==> config.mk <==
export PLATFORM = sky130hd
export DESIGN_NAME = http_request_line_path_parser_unit
export DESIGN_NICKNAME = d
export VERILOG_FILES = /design/src/design/hrlp_pkg.sv /design/src/design/hrlp_input_stage.sv /design/src/design/hrlp_parser_core.sv /design/src/design/http_request_line_path_parser_unit.sv
export SDC_FILE = /design/constraint.sdc
export NUM_CORES = 1
export LEC_CHECK = 0
export BUFFER_PORTS_ARGS = -buffer_cell sky130_fd_sc_hd__buf_2
export CAP_MARGIN = 10
export CELL_PAD_IN_SITES_DETAIL_PLACEMENT = 0
export CELL_PAD_IN_SITES_GLOBAL_PLACEMENT = 1
export CORE_AREA = 2 2 123 125
export CTS_CLUSTER_DIAMETER = 80
export DETAILED_ROUTE_END_ITERATION = 8
export DIE_AREA = 0 0 125 127
export PLACE_DENSITY = 0.92
export SLEW_MARGIN = 40
export SYNTH_ARGS = -nofsm -noshare
export SYNTH_HDL_FRONTEND = slang
export SYNTH_SLANG_ARGS = --single-unit
==> constraint.sdc <==
create_clock -name clock -period 7.25 [get_ports clock]
set_input_delay 0 -clock clock [delete_from_list [all_inputs] [get_ports clock]]
set_output_delay 0 -clock clock [all_outputs]
set_load 0.02 [all_outputs]
==> src/design/hrlp_pkg.sv <==
// ----------------------------------------------------------------------------
// hrlp_pkg
// shared types, constants and the hex digit formula of the path parser
// ----------------------------------------------------------------------------
package hrlp_pkg;

   localparam int PATH_DEPTH   = 256;
   localparam int LEN_W        = $clog2(PATH_DEPTH + 1);
   localparam int SP_W         = LEN_W + 1;
   localparam int MAX_LEN_W    = 9;
   localparam int PATH_LEN_W   = 9;
   localparam int PATH_INDEX_W = 8;
   localparam int CMP_W        = ((LEN_W > MAX_LEN_W) ? LEN_W : MAX_LEN_W) + 1;
   localparam int INDEX_FILE_LEN = 12;

   localparam logic [8:0] MAX_LEN_RESET = 9'd255;

   localparam logic [1:0] VERDICT_OK        = 2'd0;
   localparam logic [1:0] VERDICT_NOT_IMPL  = 2'd1;
   localparam logic [1:0] VERDICT_BAD_REQ   = 2'd2;
   localparam logic [1:0] VERDICT_TOO_LONG  = 2'd3;

   localparam logic [1:0] HEX_IDLE = 2'd0;
   localparam logic [1:0] HEX_HIGH = 2'd1;
   localparam logic [1:0] HEX_LOW  = 2'd2;

   localparam logic [7:0] CHAR_MASK = 8'b0111_1111;
   localparam logic [7:0] CHAR_A_UP = 8'h41;
   localparam logic [7:0] CHAR_ZERO = 8'h30;

   typedef struct packed {
      logic [7:0] rx_byte;
      logic       new_request;
   } hrlp_item_type;

   typedef struct packed {
      logic                    path_write;
      logic [PATH_INDEX_W-1:0] path_index;
      logic [7:0]              path_byte;
      logic                    done_res;
      logic [1:0]              verdict;
      logic                    is_get;
      logic [PATH_LEN_W-1:0]   path_length;
      logic                    add_index_file;
   } hrlp_result_type;

   function automatic logic [7:0] digit_value(input logic [7:0] b);
      logic [7:0] c;
      logic [7:0] d;
      c = b & CHAR_MASK;
      d = c - CHAR_A_UP;
      if (c < CHAR_A_UP) begin
         return c - CHAR_ZERO;
      end
      return {3'b000, d[4:0]} + 8'd10;
   endfunction

endpackage

==> src/design/hrlp_input_stage.sv <==
// ----------------------------------------------------------------------------
// hrlp_input_stage
// input register: holds one request transaction until the core takes it
// ----------------------------------------------------------------------------
module hrlp_input_stage import hrlp_pkg::*; (
   input  logic          clock,
   input  logic          reset,
   input  logic          req_valid,
   output logic          req_stall,
   input  logic [7:0]    req_rx_byte,
   input  logic          req_new_request,
   input  logic          take,
   output logic          item_valid,
   output hrlp_item_type item
);

   logic          valid_ff, valid_in;
   hrlp_item_type item_ff, item_in;
   logic          accept;

   assign req_stall = valid_ff && !take;
   assign accept    = req_valid && !req_stall;

   always_comb begin
      valid_in = valid_ff;
      item_in  = item_ff;
      if (accept) begin
         valid_in            = 1'b1;
         item_in.rx_byte     = req_rx_byte;
         item_in.new_request = req_new_request;
      end else if (take) begin
         valid_in = 1'b0;
      end
   end

   always_ff @(posedge clock) begin
      if (reset) begin
         valid_ff <= 1'b0;
      end else begin
         valid_ff <= valid_in;
      end
      item_ff <= item_in;
   end

   assign item_valid = valid_ff;
   assign item       = item_ff;

endmodule

==> src/design/hrlp_parser_core.sv <==
// ----------------------------------------------------------------------------
// hrlp_parser_core
// parser state, per-byte next-state logic and the result register
// ----------------------------------------------------------------------------
module hrlp_parser_core import hrlp_pkg::*; (
   input  logic            clock,
   input  logic            reset,
   input  logic            csr_write_enable,
   input  logic [8:0]      csr_write_data,
   input  logic            item_valid,
   input  hrlp_item_type   item,
   output logic            take,
   output logic            rsp_valid,
   input  logic            rsp_stall,
   output hrlp_result_type result
);

   typedef enum logic [3:0] {
      PH_M0, PH_M1_G, PH_M1_H, PH_M1_X, PH_M2_G, PH_M2_H, PH_M2_X,
      PH_M3, PH_SP, PH_SL, PH_PATH, PH_DONE
   } phase_type;

   localparam int SW = SP_W + 1;

   phase_type              phase_ff, phase_in, cur_phase;
   logic                   method_get_ff, method_get_in, cur_get;
   logic [1:0]             hex_ff, hex_in, cur_hex;
   logic [7:0]             high_ff, high_in, cur_high;
   logic [LEN_W-1:0]       len_ff, len_in, cur_len;
   logic signed [SP_W-1:0] sp_ff, sp_in, cur_sp;
   logic [1:0]             dots_ff, dots_in, cur_dots;
   logic                   last_slash_ff, last_slash_in, cur_last;
   logic [8:0]             max_len_ff;
   logic                   rsp_valid_ff, rsp_valid_in;
   hrlp_result_type        result_ff, result_in;

   logic                   fire;
   logic                   byte_go;
   logic [7:0]             pb;
   logic [7:0]             b;
   logic signed [SW-1:0]   len_s, sp_s, idx_s;
   logic [CMP_W-1:0]       len_c, max_c;
   logic                   add_idx;
   logic                   stop;

   assign take = !rsp_valid_ff || !rsp_stall;
   assign fire = item_valid && take;
   assign b    = item.rx_byte;

   always_comb begin
      if (item.new_request) begin
         cur_phase = PH_M0;
         cur_get   = 1'b0;
         cur_hex   = HEX_IDLE;
         cur_high  = '0;
         cur_len   = '0;
         cur_sp    = '1;
         cur_dots  = '0;
         cur_last  = 1'b0;
      end else begin
         cur_phase = phase_ff;
         cur_get   = method_get_ff;
         cur_hex   = hex_ff;
         cur_high  = high_ff;
         cur_len   = len_ff;
         cur_sp    = sp_ff;
         cur_dots  = dots_ff;
         cur_last  = last_slash_ff;
      end

      phase_in      = cur_phase;
      method_get_in = cur_get;
      hex_in        = cur_hex;
      high_in       = cur_high;
      len_in        = cur_len;
      sp_in         = cur_sp;
      dots_in       = cur_dots;
      last_slash_in = cur_last;
      result_in     = '0;
      byte_go       = 1'b0;
      pb            = b;
      stop          = 1'b0;
      len_c         = CMP_W'(cur_len);
      max_c         = CMP_W'(max_len_ff);
      add_idx       = 1'b0;
      len_s         = '0;
      sp_s          = '0;
      idx_s         = '0;

      unique case (cur_phase)
         PH_M0: begin
            phase_in = (b == "G") ? PH_M1_G : ((b == "H") ? PH_M1_H : PH_M1_X);
         end
         PH_M1_G: phase_in = (b == "E") ? PH_M2_G : PH_M2_X;
         PH_M1_H: phase_in = (b == "E") ? PH_M2_H : PH_M2_X;
         PH_M1_X: phase_in = PH_M2_X;
         PH_M2_G: begin
            if (b == "T") begin
               method_get_in = 1'b1;
               phase_in      = PH_SP;
            end else begin
               stop              = 1'b1;
               result_in.verdict = VERDICT_NOT_IMPL;
            end
         end
         PH_M2_H: begin
            if (b == "A") begin
               phase_in = PH_M3;
            end else begin
               stop              = 1'b1;
               result_in.verdict = VERDICT_NOT_IMPL;
            end
         end
         PH_M2_X: begin
            stop              = 1'b1;
            result_in.verdict = VERDICT_NOT_IMPL;
         end
         PH_M3: begin
            if (b == "D") begin
               method_get_in = 1'b0;
               phase_in      = PH_SP;
            end else begin
               stop              = 1'b1;
               result_in.verdict = VERDICT_NOT_IMPL;
            end
         end
         PH_SP: begin
            if (b == " ") begin
               phase_in = PH_SL;
            end else begin
               stop              = 1'b1;
               result_in.verdict = VERDICT_BAD_REQ;
            end
         end
         PH_SL: begin
            if (b == "/") begin
               phase_in = PH_PATH;
            end else begin
               stop              = 1'b1;
               result_in.verdict = VERDICT_BAD_REQ;
            end
         end
         PH_PATH: begin
            if (cur_hex == HEX_HIGH) begin
               high_in = digit_value(b);
               hex_in  = HEX_LOW;
            end else if (cur_hex == HEX_LOW) begin
               pb      = {cur_high[3:0], 4'b0000} + digit_value(b);
               hex_in  = HEX_IDLE;
               byte_go = 1'b1;
            end else if (b == " ") begin
               stop = 1'b1;
               if (len_c > max_c) begin
                  result_in.verdict = VERDICT_TOO_LONG;
               end else begin
                  add_idx = (cur_len == '0) || cur_last;
                  result_in.add_index_file = add_idx;
                  if (add_idx && (len_c + CMP_W'(INDEX_FILE_LEN) > max_c)) begin
                     result_in.verdict = VERDICT_TOO_LONG;
                  end
               end
            end else if (b == "%") begin
               hex_in = HEX_HIGH;
            end else begin
               byte_go = 1'b1;
            end
         end
         PH_DONE: begin
         end
         default: begin
         end
      endcase

      if (byte_go) begin
         len_s = SW'(signed'({1'b0, cur_len}));
         sp_s  = SW'(cur_sp);
         if (pb == "/" && len_s < sp_s + SW'(2)) begin
            stop              = 1'b1;
            result_in.verdict = VERDICT_BAD_REQ;
         end else if (pb == "/" && len_s == sp_s + SW'(3) && cur_dots == 2'b11) begin
            len_in        = cur_sp[SP_W-1] ? '0 : cur_sp[LEN_W-1:0];
            last_slash_in = 1'b0;
         end else begin
            if (pb == "/") begin
               sp_s    = len_s;
               sp_in   = SP_W'(len_s);
               dots_in = '0;
            end
            idx_s = len_s;
            if (idx_s == sp_s + SW'(1)) begin
               dots_in[0] = (pb == ".");
            end else if (idx_s == sp_s + SW'(2)) begin
               dots_in[1] = (pb == ".");
            end
            if (cur_len < LEN_W'(PATH_DEPTH)) begin
               result_in.path_write = 1'b1;
               result_in.path_index = PATH_INDEX_W'(cur_len);
               result_in.path_byte  = pb;
               len_in               = cur_len + LEN_W'(1);
            end
            last_slash_in = (pb == "/");
         end
      end

      if (stop) begin
         phase_in                 = PH_DONE;
         result_in.done_res       = 1'b1;
         result_in.is_get         = cur_get;
         result_in.path_length    = PATH_LEN_W'(cur_len);
      end

      rsp_valid_in = fire ? 1'b1 : (take ? 1'b0 : rsp_valid_ff);
   end

   always_ff @(posedge clock) begin
      if (reset) begin
         phase_ff      <= PH_M0;
         method_get_ff <= 1'b0;
         hex_ff        <= HEX_IDLE;
         high_ff       <= '0;
         len_ff        <= '0;
         sp_ff         <= '1;
         dots_ff       <= '0;
         last_slash_ff <= 1'b0;
         max_len_ff    <= MAX_LEN_RESET;
         rsp_valid_ff  <= 1'b0;
      end else begin
         if (fire) begin
            phase_ff      <= phase_in;
            method_get_ff <= method_get_in;
            hex_ff        <= hex_in;
            high_ff       <= high_in;
            len_ff        <= len_in;
            sp_ff         <= sp_in;
            dots_ff       <= dots_in;
            last_slash_ff <= last_slash_in;
         end
         if (csr_write_enable) begin
            max_len_ff <= csr_write_data;
         end
         rsp_valid_ff <= rsp_valid_in;
      end
      if (fire) begin
         result_ff <= result_in;
      end
   end

   assign rsp_valid = rsp_valid_ff;
   assign result    = result_ff;

endmodule

==> src/design/http_request_line_path_parser_unit.sv <==
// a request transaction is held in the input register, then its result in the result register
// throughput: one byte per cycle while the result channel does not stall, set by the state update of the core
// the input and result registers let a new byte enter while a result waits
// reset: synchronous, active high; parser restarts, limit returns to 255
// ----------------------------------------------------------------------------
// http_request_line_path_parser_unit
// byte-wise http request line parser with path decoding and verdicts
// ----------------------------------------------------------------------------
module http_request_line_path_parser_unit import hrlp_pkg::*; (
   input  logic        clock,
   input  logic        reset,
   input  logic        csr_write_enable,
   input  logic [8:0]  csr_write_data,
   input  logic        req_valid,
   output logic        req_stall,
   input  logic [7:0]  req_rx_byte,
   input  logic        req_new_request,
   output logic        rsp_valid,
   input  logic        rsp_stall,
   output logic        rsp_path_write,
   output logic [7:0]  rsp_path_index,
   output logic [7:0]  rsp_path_byte,
   output logic        rsp_done_res,
   output logic [1:0]  rsp_verdict,
   output logic        rsp_is_get,
   output logic [8:0]  rsp_path_length,
   output logic        rsp_add_index_file
);

   logic            take;
   logic            item_valid;
   hrlp_item_type   item;
   hrlp_result_type result;

   hrlp_input_stage u_input (
      .clock           (clock),
      .reset           (reset),
      .req_valid       (req_valid),
      .req_stall       (req_stall),
      .req_rx_byte     (req_rx_byte),
      .req_new_request (req_new_request),
      .take            (take),
      .item_valid      (item_valid),
      .item            (item)
   );

   hrlp_parser_core u_core (
      .clock            (clock),
      .reset            (reset),
      .csr_write_enable (csr_write_enable),
      .csr_write_data   (csr_write_data),
      .item_valid       (item_valid),
      .item             (item),
      .take             (take),
      .rsp_valid        (rsp_valid),
      .rsp_stall        (rsp_stall),
      .result           (result)
   );

   assign rsp_path_write     = result.path_write;
   assign rsp_path_index     = result.path_index;
   assign rsp_path_byte      = result.path_byte;
   assign rsp_done_res       = result.done_res;
   assign rsp_verdict        = result.verdict;
   assign rsp_is_get         = result.is_get;
   assign rsp_path_length    = result.path_length;
   assign rsp_add_index_file = result.add_index_file;

endmodule

Yosys cells after proc, flatten, opt, wreduce, memory -nomap -nowiden
Index checks and enable logic that the tools add are counted.
Widths: inputs -> output; s select.
{"block": "word_totals", "ff_bits": 88, "in_bits": 23, "wordCells": 188}
{"block": "op_classes", "n_eq_ne": 27, "muxes": 101, "add_sub_neg": 10, "n_lt_le_gt_ge": 5, "reduce_logical": 20, "bitwise": 4}
{"cell": "$mux 8", "count": 12}
{"cell": "$mux 9", "count": 6}
{"cell": "$mux 10", "count": 5}
{"cell": "$eq 8x7->1 const B", "count": 6}
{"cell": "$mux 11", "count": 4}
{"cell": "$mux 2", "count": 22}
{"cell": "$eq 8x6->1 const B", "count": 5}
{"cell": "$mux 1", "count": 39}
{"cell": "$pmux 4 s9", "count": 1}
{"cell": "$eq 10x11->1", "count": 3}
{"cell": "$mux 4", "count": 8}
{"cell": "$add 10x3->11 const B", "count": 2}
{"cell": "$mux 17", "count": 1}
{"cell": "$eq 4x3->1 const B", "count": 4}
{"cell": "$pmux 2 s7", "count": 1}
{"cell": "$eq 4x4->1 const B", "count": 3}
{"cell": "$add 11x2->11 const B", "count": 1}
{"cell": "$add 11x3->11 const B", "count": 1}
{"cell": "$lt 10x11->1", "count": 1}
{"cell": "$add 9x4->10 const B", "count": 1}
{"cell": "$gt 10x9->1", "count": 1}
{"cell": "$add 9x1->9 const B", "count": 1}
{"cell": "$gt 9x9->1", "count": 1}
{"cell": "$logic_not 9->1", "count": 1}
{"cell": "other kinds (21)", "count": 37}

Logic depth before layout (Yosys ltp)
Gate-level depths: netlist (run 1).
{"block": "logic_depth", "ltp_word": 26, "ltp_mapped": 28, "mapped_depth_nobuf": 26}

Hierarchy
From an unflattened synthesis (run 1), not the netlist that was laid out.
{"block": "hier_totals", "cells_unflattened": 791, "area_unflattened_um2": 6561.3}
{"module": "hrlp_parser_core", "cells_each": 778, "area_each_um2": 6241.0, "instances": 1}
{"module": "hrlp_input_stage", "cells_each": 13, "area_each_um2": 320.3, "instances": 1}

Worst setup path before layout (run 1)
Ideal clock, no wire load.
{"block": "synth_timing", "path_type": "register to register", "from": "reg u_input.item_ff, in the netlist u_input.item[0]", "to": "reg u_core.dots_ff[0]", "arrival_time_ns": 5.742, "path_slack_ns": 1.376, "n_path_buf": 8, "setup_time_ns": 0.132, "synth_period_minus_slack_ns": 5.874, "path_stages_with_launch": 27, "cell_sequence": "edfxtp_1 buf_2 clkbuf_1 clkbuf_1 buf_1 clkbuf_1 clkbuf_1 nor2b_1 ha_1 inv_1 fa_1 nor3_1 mux2i_1 o22a_2 or4_4 buf_6 a21oi_1 ha_1 buf_4 nand2_1 o41ai_1 a31oi_1 nor4_1 mux2i_1 nor2_1 o22ai_1 a21oi_1"}
{"block": "synth_between", "elab_chain_len": 16, "word_cells_on_any_way": 37, "classes_between": "add/sub (4); order compare (1); eq/ne (8); mux (21); reduce/logical (3)"}
{"element": "from (decl)", "line_no": "hrlp_input_stage.sv:18", "source": "hrlp_item_type item_ff, item_in;"}
{"element": "from (signal assigned)", "line_no": "hrlp_input_stage.sv:42", "source": "item_ff <= item_in;"}
{"element": "$mux 8 / $mux 2 (equally long branches)", "line_no": "hrlp_parser_core.sv:51", "source": "if (item.new_request) begin"}
{"element": "$add 8x8->8 / $eq 2x2->1 (equally long branches)", "line_no": "hrlp_parser_core.sv:148, hrlp_parser_core.sv:147"}
{"element": "$mux 8", "line_no": "hrlp_parser_core.sv:147", "source": "end else if (cur_hex == HEX_LOW) begin"}
{"element": "$mux 8", "line_no": "hrlp_parser_core.sv:144", "source": "if (cur_hex == HEX_HIGH) begin"}
{"element": "$mux 8", "line_no": "hrlp_parser_core.sv:90", "source": "unique case (cur_phase)"}
{"element": "$eq 8x6->1", "line_no": "hrlp_parser_core.sv:177, hrlp_parser_core.sv:180, hrlp_parser_core.sv:184"}
{"element": "$mux 11", "line_no": "hrlp_parser_core.sv:184", "source": "if (pb == \"/\") begin"}
{"element": "$mux 11", "line_no": "hrlp_parser_core.sv:180", "source": "end else if (pb == \"/\" && len_s == sp_s + SW'(3) && cur_dots == 2'b11) begin"}
{"element": "$mux 11", "line_no": "hrlp_parser_core.sv:177", "source": "if (pb == \"/\" && len_s < sp_s + SW'(2)) begin"}
{"element": "$mux 11", "line_no": "hrlp_parser_core.sv:174", "source": "if (byte_go) begin"}
{"element": "$add 11x2->11", "line_no": "hrlp_parser_core.sv:190", "source": "if (idx_s == sp_s + SW'(1)) begin"}
{"element": "$eq 10x11->1", "line_no": "hrlp_parser_core.sv:190"}
{"element": "$mux 1", "line_no": "hrlp_parser_core.sv:190"}
{"element": "$mux 2", "line_no": "hrlp_parser_core.sv:180"}
{"element": "$mux 2", "line_no": "hrlp_parser_core.sv:177"}
{"element": "$mux 2 (*)", "line_no": "hrlp_parser_core.sv:174"}
{"element": "to (signal assigned)", "line_no": "hrlp_parser_core.sv:235", "source": "dots_ff <= dots_in;"}
{"element": "to (decl)", "line_no": "hrlp_parser_core.sv:31", "source": "logic [1:0] dots_ff, dots_in, cur_dots;"}
Every way passes the cells marked *; elsewhere a longest branch is shown, timed or not. The select of a mux whose other input is x is not followed.
A chain may end at the register's enable or synchronous reset.

Worst setup path after layout (run 1)
{"block": "layout_timing", "from": "reg u_input.item_ff, in the netlist u_input.item[3]", "to": "reg u_core.dots_ff[0]"}
{"block": "layout_between", "elab_chain_len": 24, "word_cells_on_any_way": 40, "classes_between": "add/sub (5); order compare (1); eq/ne (5); mux (26); reduce/logical (3)"}
{"element": "branches (longest 23 deep; another with $add 8x8->8)"}
{"element": "$mux 2 (*)", "line_no": "hrlp_parser_core.sv:174"}
Mark *: on every way between the ends. The select of a mux whose other input is x is not followed.

==> impl_metrics.csv, run 1 <==
group,metric,value,unit
timing,fmax,154.4,MHz
timing,whs,54.19,ps
logic_synthesis,synth_cell_type_count,82,
setup_path,crit_fanout,12,
pwr,power,1.118,mW
floorplan,initial_utilization,45.49,%
global_routing,grt_overflow,0,
timing,slew_headroom,40.96,%
logic_synthesis,synth_simple_gate_area_share,23.44,%
logic_synthesis,syn-num-nets,865,
clock_tree,path_clk_slew,70,ps
global_routing,grt_antenna_before_repair,0,
run_status,status,"finished clean",
global_routing,grt_pass1_wl,29900,µm
logic_synthesis,ys_top_cells_by_area,"edfxtp_1 (18%), dfxtp_1 (13%), ha_1 (9.0%)",
clock_tree,post_cts_buffers,0,
logic_synthesis,synth_warnings,0,
timing,finalWorstSetupSlack,773.1,ps
finish,n_fill_cell,1368,
placed_design,dp_hpwl,13280,µm
logic_synthesis,synth_top_area_share,18.31,%
setup_path,timing.critical_path.from_type,"register",
logic_synthesis,synth_area,6561,µm²
worst_hold_path,hp-class,"in -> reg",
timing,min_period,6477,ps
floorplan,dieArea,15880,µm²
route,vias_per_cell,6.015,
clock_tree,cts_root_buffer,"clkbuf_16",
setup_path,critPathTopFamily,"simple AND/OR/NAND/NOR gates",
logic_synthesis,synth_xor_area_share,5.416,%
pwr,ir_drop,144.4,µV
floorplan,rows,44,
logic_synthesis,synth-compound-area-share,21.45,%
finish,utilization,50.99,%
logic_synthesis,ys_seq_area_share,31.73,%
route,ant_nets,0,
clock_tree,worstSkewPairLatency,350,ps
pwr,p_leak,2.963,nW
route,dr.pass1.iters,8,
pwr,powerDensity,152.1,nW/µm²
logic_synthesis,synth-seq-cells,84,
finish,n_antenna_cell,0,
timing,finalSetupViolCount,0,
placed_design,place_ws,889.9,ps
timing,max_slew.worst_pin.slew,882.3,ps
setup_path,crit_required,7460,ps
floorplan,core,14420,µm²
placed_design,gp_congestion,0.9110,
flow_run,cap_violations,0,
pwr,pwr-share-comb,12.6,%
route,drt_first_iter_violations,716,
floorplan,chipHeight,127,µm
pwr,clkPwrFrac,40.2,%
route,drcViolationCount,0,
logic_synthesis,syn_inst,794,
finish,final_area,7355,µm²
finish,final_nets,902,
global_routing,grt_pass1_vias,5635,
pwr,switching_share,28.18,%
global_routing,grt_usage,23.46,%
timing,period_share,89.34,%
logic_synthesis,async_flop_share,0,%
timing,tns,0,ps
timing,slew_violations,0,
clock_tree,clockBufferDepth,2,
pwr,p_int,0.8032,mW
timing,rsz0062_at_grt,"no",
setup_path,cp_cell_sequence,"or3_4 -> or4_1 -> nand2_1 -> a21oi_1 -> o311ai_0 -> xnor2_1 -> ha_1 -> inv_1 -> fa_1 -> xnor2_1 -> nor3_1 -> mux2i_1 -> o22a_2 -> or4_4 -> a21oi_1 -> ha_1 -> nand2_1 -> o41ai_1 -> a31oi_1 -> nor4_1 -> mux2i_1 -> nor2_1 -> o22ai_1 -> a21oi_1",
pwr,switchingPower,0.3151,mW
clock_tree,cts_buffers,9,
floorplan,boundaryPins,56,
placed_design,post-place-cells,984,
placed_design,port_buffers,55,
logic_synthesis,synth_top_family_by_area,"simple AND/OR/NAND/NOR gates",
logic_synthesis,synth_mux_area_share,2.632,%
global_routing,grt_max_degree,68,
logic_synthesis,syn_avg_cell_area,8.264,µm²
logic_synthesis,synth_top_cell_by_area,"edfxtp_1",
clock_tree,hold_buffers,20,
setup_path,crit_top_cell,"a21oi_1",
clock_tree,htree_num_levels,3,
placed_design,place_area,6874,µm²
finish,final_cells,1020,
setup_path,cp_slowest_stage_delay,610,ps
setup_path,crit_arrival,6690,ps
setup_path,crit_buf_inv,1,
logic_synthesis,synth_adder_area_share,9.420,%
clock_tree,cts_tree,"yes",
logic_synthesis,synth_edf_count,40,
logic_synthesis,synth-main-ff-cell,"dfxtp_1",
setup_path,cp-end-kind,"register",
setup_path,path_class,"reg -> reg",
route,via_count,6135,
floorplan,chipWidth,125,µm
setup_path,critical_path.slowest_cell,"or4_4",
clock_tree,ctsResizeCount,0,
route,wl,18580,µm
clock_tree,cts_sinks,84,
timing,finClkSkew,10.14,ps
finish,drive_above_1_share,12.44,%
timing,hold_violations,0,
finish,areaGrowthSynthToFinish,12.09,%
route,wl_per_cell,18.21,µm
pwr,seq_power_share,47.2,%
[flip-flops by register name, indices dropped and copies added, names as in the netlist]
name	cells
u_core.dots_ff	2
u_core.hex_ff	2
u_core.high_ff	4
u_core.last_slash_ff	1
u_core.len_ff	9
u_core.max_len_ff	9
u_core.method_get_ff	1
u_core.phase_ff	4
u_core.result	31
u_core.rsp_valid	1
u_core.sp_ff	10
u_input.item	9
u_input.item_valid	1
[layout make-up]
type | instances | area (µm²) | share of cell area, %
clock inverters | 6 | 48.80 | 0.6635
multi-input cells | 614 | 4094 | 55.67
clock buffers | 10 | 229.0 | 3.113
well taps | 184 | 230.2 | 3.130
inverters | 42 | 157.7 | 2.144
flip-flops and latches | 84 | 2082 | 28.31
repair buffers | 80 | 513.0 | 6.975
[cell families after synthesis]
group,count (synthesis)
mux,17
buf+inv,96
fa+ha+maj,49
flops,84
xor+xnor,39
compound gates,205
simple gates,304
[synth_stat cells, types with 4 or more instances]
cell type,count
o21a_1,11
a31oi_1,12
dfxtp_1,44
a21oi_1,53
xnor2_1,27
nor2b_1,13
and2_1,6
inv_1,40
ha_1,47
xor2_1,11
mux2i_1,15
buf_2,7
o22a_1,5
nor2_1,92
clkbuf_1,41
a32oi_1,5
a21o_1,11
nand3_1,27
nand2_1,74
and3_1,11
nor3b_1,6
edfxtp_1,40
nor3_1,18
or2_2,4
nand2b_1,14
o22ai_1,6
nand4_1,9
o21ai_0,37
a22oi_1,6
nand4b_1,5
o211ai_1,8
nor4_1,5
and4_1,4
a211o_1,4
[worst reg2reg max path: stages, from the launching register on]
cell	delay [ps]
edfxtp_1	530
or3_4	420
or4_1	510
nand2_1	260
a21oi_1	60
o311ai_0	150
xnor2_1	170
ha_1	190
inv_1	60
fa_1	380
xnor2_1	150
nor3_1	260
mux2i_1	120
o22a_2	280
or4_4	610
a21oi_1	300
ha_1	370
nand2_1	160
o41ai_1	390
a31oi_1	80
nor4_1	370
mux2i_1	220
nor2_1	60
o22ai_1	150
a21oi_1	80
[cell usage in the layout (no fill, tap or decap), types with 8 or more instances in the layout]
cell	count
xnor2_1	27
o211ai_1	8
o21a_1	11
nor2_1	92
edfxtp_1	40
a31oi_1	12
nor2b_1	12
a21oi_1	53
buf_2	55
and3_1	11
ha_1	47
dlygate4sd3_1	20
nand3_1	27
a21o_1	11
o21ai_0	37
inv_1	38
nor3_1	18
dfxtp_1	44
mux2i_1	15
nand2b_1	14
nand2_1	74
clkbuf_16	9
nand4_1	9
xor2_1	11
[power by group through the flow]
stage	registers, mW	logic [mW]	clock network (mW)
final	0.528	0.141	0.449
after global routing	0.531	0.155	0.473
after CTS	0.528	0.139	0.452
after detailed placement	0.538	0.130	0
after global placement	0.538	0.129	0
after floorplan	0.538	0.0906	0
[final timing paths]
path / start / endpoint / slack, ps / cells past startpoint
hold / removal: csr_write_enable / u_core.max_len_ff[6]$_SDFFE_PP1P_ / 50 / 3
hold reg to reg: u_core.last_slash_ff$_SDFFE_PP0P_ / u_core.last_slash_ff$_SDFFE_PP0P_ / 450 / 2
setup / recovery: u_input.item[3]$_DFFE_PP_ / u_core.dots_ff[0]$_SDFFE_PP0P_ / 770 / 24
setup reg to reg: u_input.item[3]$_DFFE_PP_ / u_core.dots_ff[0]$_SDFFE_PP0P_ / 770 / 24
[metal layers]
layer | vias up | part of all wire, % | GRT usage [%]
met5 | - | 0 | 0
met4 | 0 | 2.8 | 8.824
met3 | 43 | 7.6 | 4.732
met2 | 272 | 43 | 35.97
met1 | 2869 | 46 | 32.87
li1 | 2951 | - | -
(Power assumes the default switching activity.)
==> run 2, diff against run 1 <==
- PLACE_DENSITY: 0.92 -> unset
- PLACE_DENSITY_LB_ADDON: unset -> 0.1
==> run 2 against run 1 <==
Against the previous run: utilization rose by 0.42 points; sequential share of layout area shrank 0.23 points; sequential power hardly changed; fmax decreased by 1.7%; die area did not move; global-route usage increased by 2.1 points; largest power group unchanged; cell count up 0.20%; wire length up 8.3%; clock skew about the same; combinational power hardly changed.
==> impl_metrics.csv, run 2 (same netlist as run 1, synthesis figures left out) <==
group,metric,value,unit
finish,drive_above_1_share,12.65,%
worst_hold_path,hold_depth,3,
timing,rsz0062_at_grt,"no",
pwr,seq_power_share,44.5,%
floorplan,chipHeight,127,µm
timing,tns,0,ps
pwr,clkPwrFrac,43.4,%
setup_path,cp_slowest_stage_delay,610,ps
global_routing,grt_use_met1,31.27,%
setup_path,crit_top_cell,"a21oi_1",
route,drcViolationCount,0,
timing,finalSetupViolCount,0,
floorplan,dieArea,15880,µm²
floorplan,core,14420,µm²
route,ant_nets,0,
timing,hold_violations,0,
timing,finClkSkew,9.881,ps
worst_hold_path,hp-class,"in -> reg",
setup_path,crit_required,7480,ps
global_routing,busiest_layer,"met2",
global_routing,grt_pass1_wl,32080,µm
clock_tree,post_cts_buffers,0,
finish,final_cell_mix,"nor2_1 (91), nand2_1 (74), buf_2 (55), a21oi_1 (53), ha_1 (47)",
finish,areaGrowthSynthToFinish,13.01,%
timing,slew_violations,0,
global_routing,grt_max_degree,51,
timing,min_period,6589,ps
clock_tree,ctsResizeCount,0,
clock_tree,htree_num_levels,3,
route,vias_per_cell,6.028,
finish,n_antenna_cell,0,
setup_path,cp-end-kind,"register",
global_routing,grt_usage,25.58,%
route,drt_first_iter_violations,438,
pwr,ir_drop,122.5,µV
global_routing,use_met3,4.020,%
route,wl_per_cell,19.69,µm
timing,max_slew.worst_pin.slew,795.7,ps
pwr,pwr-share-comb,12.0,%
clock_tree,clockBufferDepth,2,
clock_tree,path_clk_slew,70,ps
setup_path,timing.critical_path.from_type,"register",
flow_run,cap_violations,0,
finish,final_nets,904,
clock_tree,cts_buffers,9,
run_status,status,"finished clean",
timing,slew_headroom,46.95,%
global_routing,grt_pass1_vias,6044,
setup_path,critical_path.slowest_cell,"or4_4",
pwr,powerDensity,160.0,nW/µm²
setup_path,crit_arrival,6810,ps
route,wl,20120,µm
finish,largest_register_ffs,31,
timing,period_share,90.88,%
pwr,switchingPower,0.3145,mW
floorplan,initial_utilization,45.49,%
clock_tree,cts_tree,"yes",
finish,utilization,51.41,%
route,via_count,6161,
floorplan,boundaryPins,56,
setup_path,crit_fanout,12,
finish,final_common_cell,"nor2_1",
global_routing,grt_antenna_before_repair,0,
clock_tree,cts_sinks,84,
pwr,p_leak,3.005,nW
finish,n_fill_cell,1390,
floorplan,chipWidth,125,µm
setup_path,cp_cell_sequence,"or3_4 -> or4_1 -> nand2_1 -> a21oi_1 -> o311ai_0 -> xnor2_1 -> ha_1 -> inv_1 -> fa_1 -> xnor2_1 -> nor3_1 -> mux2i_1 -> o22a_2 -> or4_4 -> a21oi_1 -> ha_1 -> nand2_1 -> o41ai_1 -> a31oi_1 -> nor4_1 -> mux2i_1 -> nor2_1 -> o22ai_1 -> a21oi_1",
clock_tree,cts_root_buffer,"clkbuf_16",
placed_design,dp_hpwl,14460,µm
setup_path,path_class,"reg -> reg",
placed_design,gp_congestion,0.9781,
global_routing,grt_overflow,0,
clock_tree,worstSkewPairLatency,360,ps
setup_path,worstRegToRegCells,24,
global_routing,met2_usage,44.12,%
pwr,p_int,0.8721,mW
pwr,switching_share,26.50,%
timing,fmax,151.8,MHz
route,dr.pass1.iters,5,
floorplan,rows,44,
placed_design,port_buffers,55,
run 2: cell types whose count changed in the layout (fill, tap and decap cells not counted):
cell        before  now
nor2_1          92   91
nor2b_2          1    0
clkbuf_1         1    0
nor2_2           0    1
clkinvlp_4       2    0
nor2b_1         12   13
inv_1           38   39
bufinv_16        0    2
buf_4            5    7
run 2: power by group through the flow:
stage | clock, mW | combinational, mW | sequential, mW
floorplan | 0 | 0.0906 | 0.538
global placement | 0 | 0.132 | 0.538
detailed placement | 0 | 0.133 | 0.539
CTS | 0.521 | 0.142 | 0.528
global route | 0.537 | 0.158 | 0.531
finish | 0.515 | 0.143 | 0.528
run 2: what timing repair did:
action | 4_1_cts | 5_1_grt
endpoints found under the hold margin | 20 | 0
hold buffers | 20 | 0
endpoints found under the setup margin | 0 | 0
run 2: worst paths after layout:
kind | from | end | slack (ps)
max | u_input.item[3]$_DFFE_PP_ | u_core.dots_ff[0]$_SDFFE_PP0P_ | 660
min | csr_write_enable | u_core.max_len_ff[7]$_SDFFE_PP1P_ | 50
max reg2reg | u_input.item[3]$_DFFE_PP_ | u_core.dots_ff[0]$_SDFFE_PP0P_ | 660
min reg2reg | u_core.last_slash_ff$_SDFFE_PP0P_ | u_core.last_slash_ff$_SDFFE_PP0P_ | 460
run 2: area by class of cell:
cell class,count,area [µm²],share of cell area [%]
Clock inverter,7,97.59,1.316
Sequential cell,84,2082,28.08
Clock buffer,9,225.2,3.037
Tap cell,184,230.2,3.105
Inverter,42,157.7,2.126
Multi-Input combinational cell,614,4094,55.21
Timing Repair Buffer,82,528.0,7.121
run 2: critical path: cells and delay by family, from the launching register on:
kind / cells / cell delay (ps)
DFF: 1 / 570
muxes: 2 / 380
and+or+nand+nor: 8 / 2630
xor gates and xnor gates: 2 / 340
buffers and inverters: 1 / 50
adders and majority gates: 3 / 970
AOI/OAI and AO/OA: 8 / 1510
run 2: metrics by stage:
step           power [mW]  cells  instance area (µm²)  setup WS, ps  hold WS, ps
3_3_place_gp       0.6700    986                 6889          1041        176.5
3_5_place_dp       0.6721    986                 6889         781.2        178.3
6_report            1.187   1022                 7415         660.8        49.77
4_1_cts             1.192   1022                 7412         766.9        43.60
2_1_floorplan      0.6289    794                 6561          1376        98.87
5_1_grt             1.226   1022                 7415         189.4        80.97
run 2: layer usage:
layer,vias up,part of all wire [%]
li1,2949,-
met1,2934,42
met2,213,49
met3,65,5.1
met4,0,4.2
met5,-,0
==> run 3, diff against run 2 <==
- BUFFER_PORTS_ARGS: -buffer_cell sky130_fd_sc_hd__buf_2 -> unset
- CORE_AREA: 2 2 123 125 -> 2 2 167 87
- DIE_AREA: 0 0 125 127 -> 0 0 169 89
- DONT_BUFFER_PORTS: unset -> 1
- HOLD_SLACK_MARGIN: unset -> 0.15
==> run 3 against run 2 <==
Against the previous run: fmax increased by 4.4%; setup slack improved by 270 ps; power decreased by 4.7%; sequential share of layout area increased by 1.1 points; clock skew about the same; wire length decreased by 4.7%; critical path depth unchanged; largest cell class unchanged; largest power group unchanged; highest routed layer is now met5.
==> impl_metrics.csv, run 3 (same netlist as run 1, synthesis figures left out) <==
group,metric,value,unit
clock_tree,worstSkewPairLatency,340,ps
pwr,p_int,0.8286,mW
timing,rsz0062_at_grt,"no",
pwr,clkPwrFrac,41.6,%
floorplan,initial_utilization,48.83,%
floorplan,dieArea,15040,µm²
placed_design,gp_congestion,0.9259,
timing,period_share,87.10,%
placed_design,post-place-cells,921,
route,drcViolationCount,0,
finish,final_common_cell,"nor2_1",
floorplan,boundaryPins,56,
clock_tree,cts_tree,"yes",
global_routing,grt_pass1_wl,30060,µm
global_routing,grt_overflow,0,
global_routing,grt_antenna_before_repair,1,
timing,finalSetupViolCount,0,
timing,whs,222.3,ps
clock_tree,htree_num_levels,3,
setup_path,path_class,"reg -> reg",
finish,n_fill_cell,1264,
pwr,ir_drop,105.4,µV
worst_hold_path,hold_path_end,"u_core.max_len_ff[0]$_SDFFE_PP1P_",
run_status,status,"finished clean",
floorplan,chipHeight,89,µm
flow_run,cap_violations,0,
clock_tree,path_clk_slew,70,ps
placed_design,place_area,6595,µm²
finish,final_cell_mix,"nor2_1 (91), nand2_1 (74), a21oi_1 (53), ha_1 (47), dfxtp_1 (44)",
setup_path,timing.critical_path.from_type,"register",
finish,final_nets,850,
worst_hold_path,worstHoldStart,"reset",
timing,tns,0,ps
finish,areaGrowthSynthToFinish,8.581,%
finish,ff_latch_area,2082,µm²
global_routing,grt_pass1_vias,5501,
worst_hold_path,hold_depth,2,
timing,hold_violations,0,
route,vias_per_cell,6.116,
worst_hold_path,hp-class,"in -> reg",
setup_path,crit_required,7450,ps
clock_tree,cts_sinks,84,
timing,min_period,6315,ps
clock_tree,ctsResizeCount,0,
finish,final_cells,960,
pwr,powerDensity,158.8,nW/µm²
pwr,p_leak,2.768,nW
route,drt_first_iter_violations,486,
finish,final_area,7124,µm²
setup_path,cp-end-kind,"register",
route,wl_per_cell,19.98,µm
timing,fmax,158.4,MHz
timing,max_slew.worst_pin.slew,838.0,ps
pwr,switchingPower,0.3027,mW
clock_tree,cts_buffers,9,
clock_tree,clockBufferDepth,2,
setup_path,worstRegToRegCells,24,
clock_tree,cts_root_buffer,"clkbuf_16",
finish,n_antenna_cell,0,
global_routing,grt_usage,25.98,%
route,dr.pass1.iters,5,
pwr,seq_power_share,47.7,%
placed_design,port_buffers,0,
timing,slew_headroom,43.93,%
floorplan,rows,30,
pwr,switching_share,26.75,%
setup_path,r2r-end,"u_core.dots_ff[0]$_SDFFE_PP0P_",
timing,finClkSkew,10.27,ps
timing,slew_violations,0,
placed_design,dp_hpwl,13520,µm
setup_path,crit_fanout,12,
global_routing,grt_max_degree,68,
finish,largest_register_ffs,31,
route,wl,19180,µm
finish,multi_input_area,4100,µm²
setup_path,r2r_start,"u_input.item[3]$_DFFE_PP_",
floorplan,core,13440,µm²
setup_path,r2r_setup_slack,940,ps
floorplan,chipWidth,169,µm
setup_path,crit_arrival,6520,ps
finish,drive_above_1_share,6.633,%
route,ant_nets,0,
pwr,pwr-share-comb,10.7,%
route,via_count,5871,
-- run 3: cell types whose count changed in the layout (fill, tap and decap cells not counted), sizes merged --
| cell | change |
|---|---|
| clkinv | +1 |
| buf | -56 |
| dlygate4sd3 | +2 |
| bufinv | -1 |
| inv | -2 |
| clkinvlp | +2 |
-- run 3: what timing repair did --
action                    in CTS  in global routing
buffers inserted               0                  0
hold endpoints to repair      48                 10
hold buffers                  22                  1
-- run 3: final cells by class --
class / instances / share of cell area, %
clock buffers: 9 / 3.161
inverters: 42 / 2.213
well taps: 176 / 3.091
flip-flops and latches: 84 / 29.22
repair buffers: 28 / 3.688
clock inverters: 7 / 1.071
multi-input cells: 614 / 57.55
-- run 3: power by group through the flow --
stage	clock network [mW]	logic, mW	registers (mW)
after floorplan	0	0.0906	0.538
after global placement	0	0.106	0.549
after detailed placement	0	0.106	0.550
after CTS	0.482	0.120	0.539
after global routing	0.499	0.134	0.541
final	0.471	0.121	0.539
-- run 3: worst max path at each step --
stage                         startpoint                        endpoint  slack, ps  depth (start not counted)
3_5_place_dp   u_input.item[3]$_DFFE_PP_  u_core.dots_ff[0]$_SDFFE_PP0P_       1020                         23
5_1_grt        u_input.item[3]$_DFFE_PP_  u_core.dots_ff[0]$_SDFFE_PP0P_        470                         24
4_1_cts        u_input.item[3]$_DFFE_PP_  u_core.dots_ff[0]$_SDFFE_PP0P_        940                         24
2_1_floorplan  u_input.item[0]$_DFFE_PP_  u_core.dots_ff[0]$_SDFFE_PP0P_       1380                         26
3_3_place_gp   u_input.item[3]$_DFFE_PP_  u_core.dots_ff[0]$_SDFFE_PP0P_       1130                         24
6_report       u_input.item[3]$_DFFE_PP_  u_core.dots_ff[0]$_SDFFE_PP0P_        940                         24
-- run 3: per-stage QoR --
stage | utilization [%] | power, mW | worst slack [ps]
global route | 53.02 | 1.174 | 473.2
finish | 53.02 | 1.131 | 935.5
CTS | 52.96 | 1.140 | 938.4
floorplan | - | 0.6289 | 1376
global placement | 49.03 | 0.6551 | 1126
detailed placement | 49.08 | 0.6559 | 1018
-- run 3: worst max-delay path, cell delays in order, from the launching register on --
cell	delay (ps)
edfxtp_1	560
or3_4	420
or4_1	510
nand2_1	230
a21oi_1	60
o311ai_0	160
xnor2_1	180
ha_1	190
inv_1	60
fa_1	390
xnor2_1	150
nor3_1	190
mux2i_1	100
o22a_2	280
or4_4	610
a21oi_1	300
ha_1	350
nand2_1	150
o41ai_1	370
a31oi_1	70
nor4_1	350
mux2i_1	220
nor2_1	50
o22ai_1	140
a21oi_1	80
-- run 3: metal layers --
layer | GRT usage (%) | vias to the layer above | part of all wire [%]
met1 | 34.57 | 2776 | 48
met2 | 43.07 | 215 | 43
met3 | 5.533 | 36 | 6.6
li1 | - | 2840 | -
met5 | 0 | - | 0.15
met4 | 8.236 | 4 | 2.0
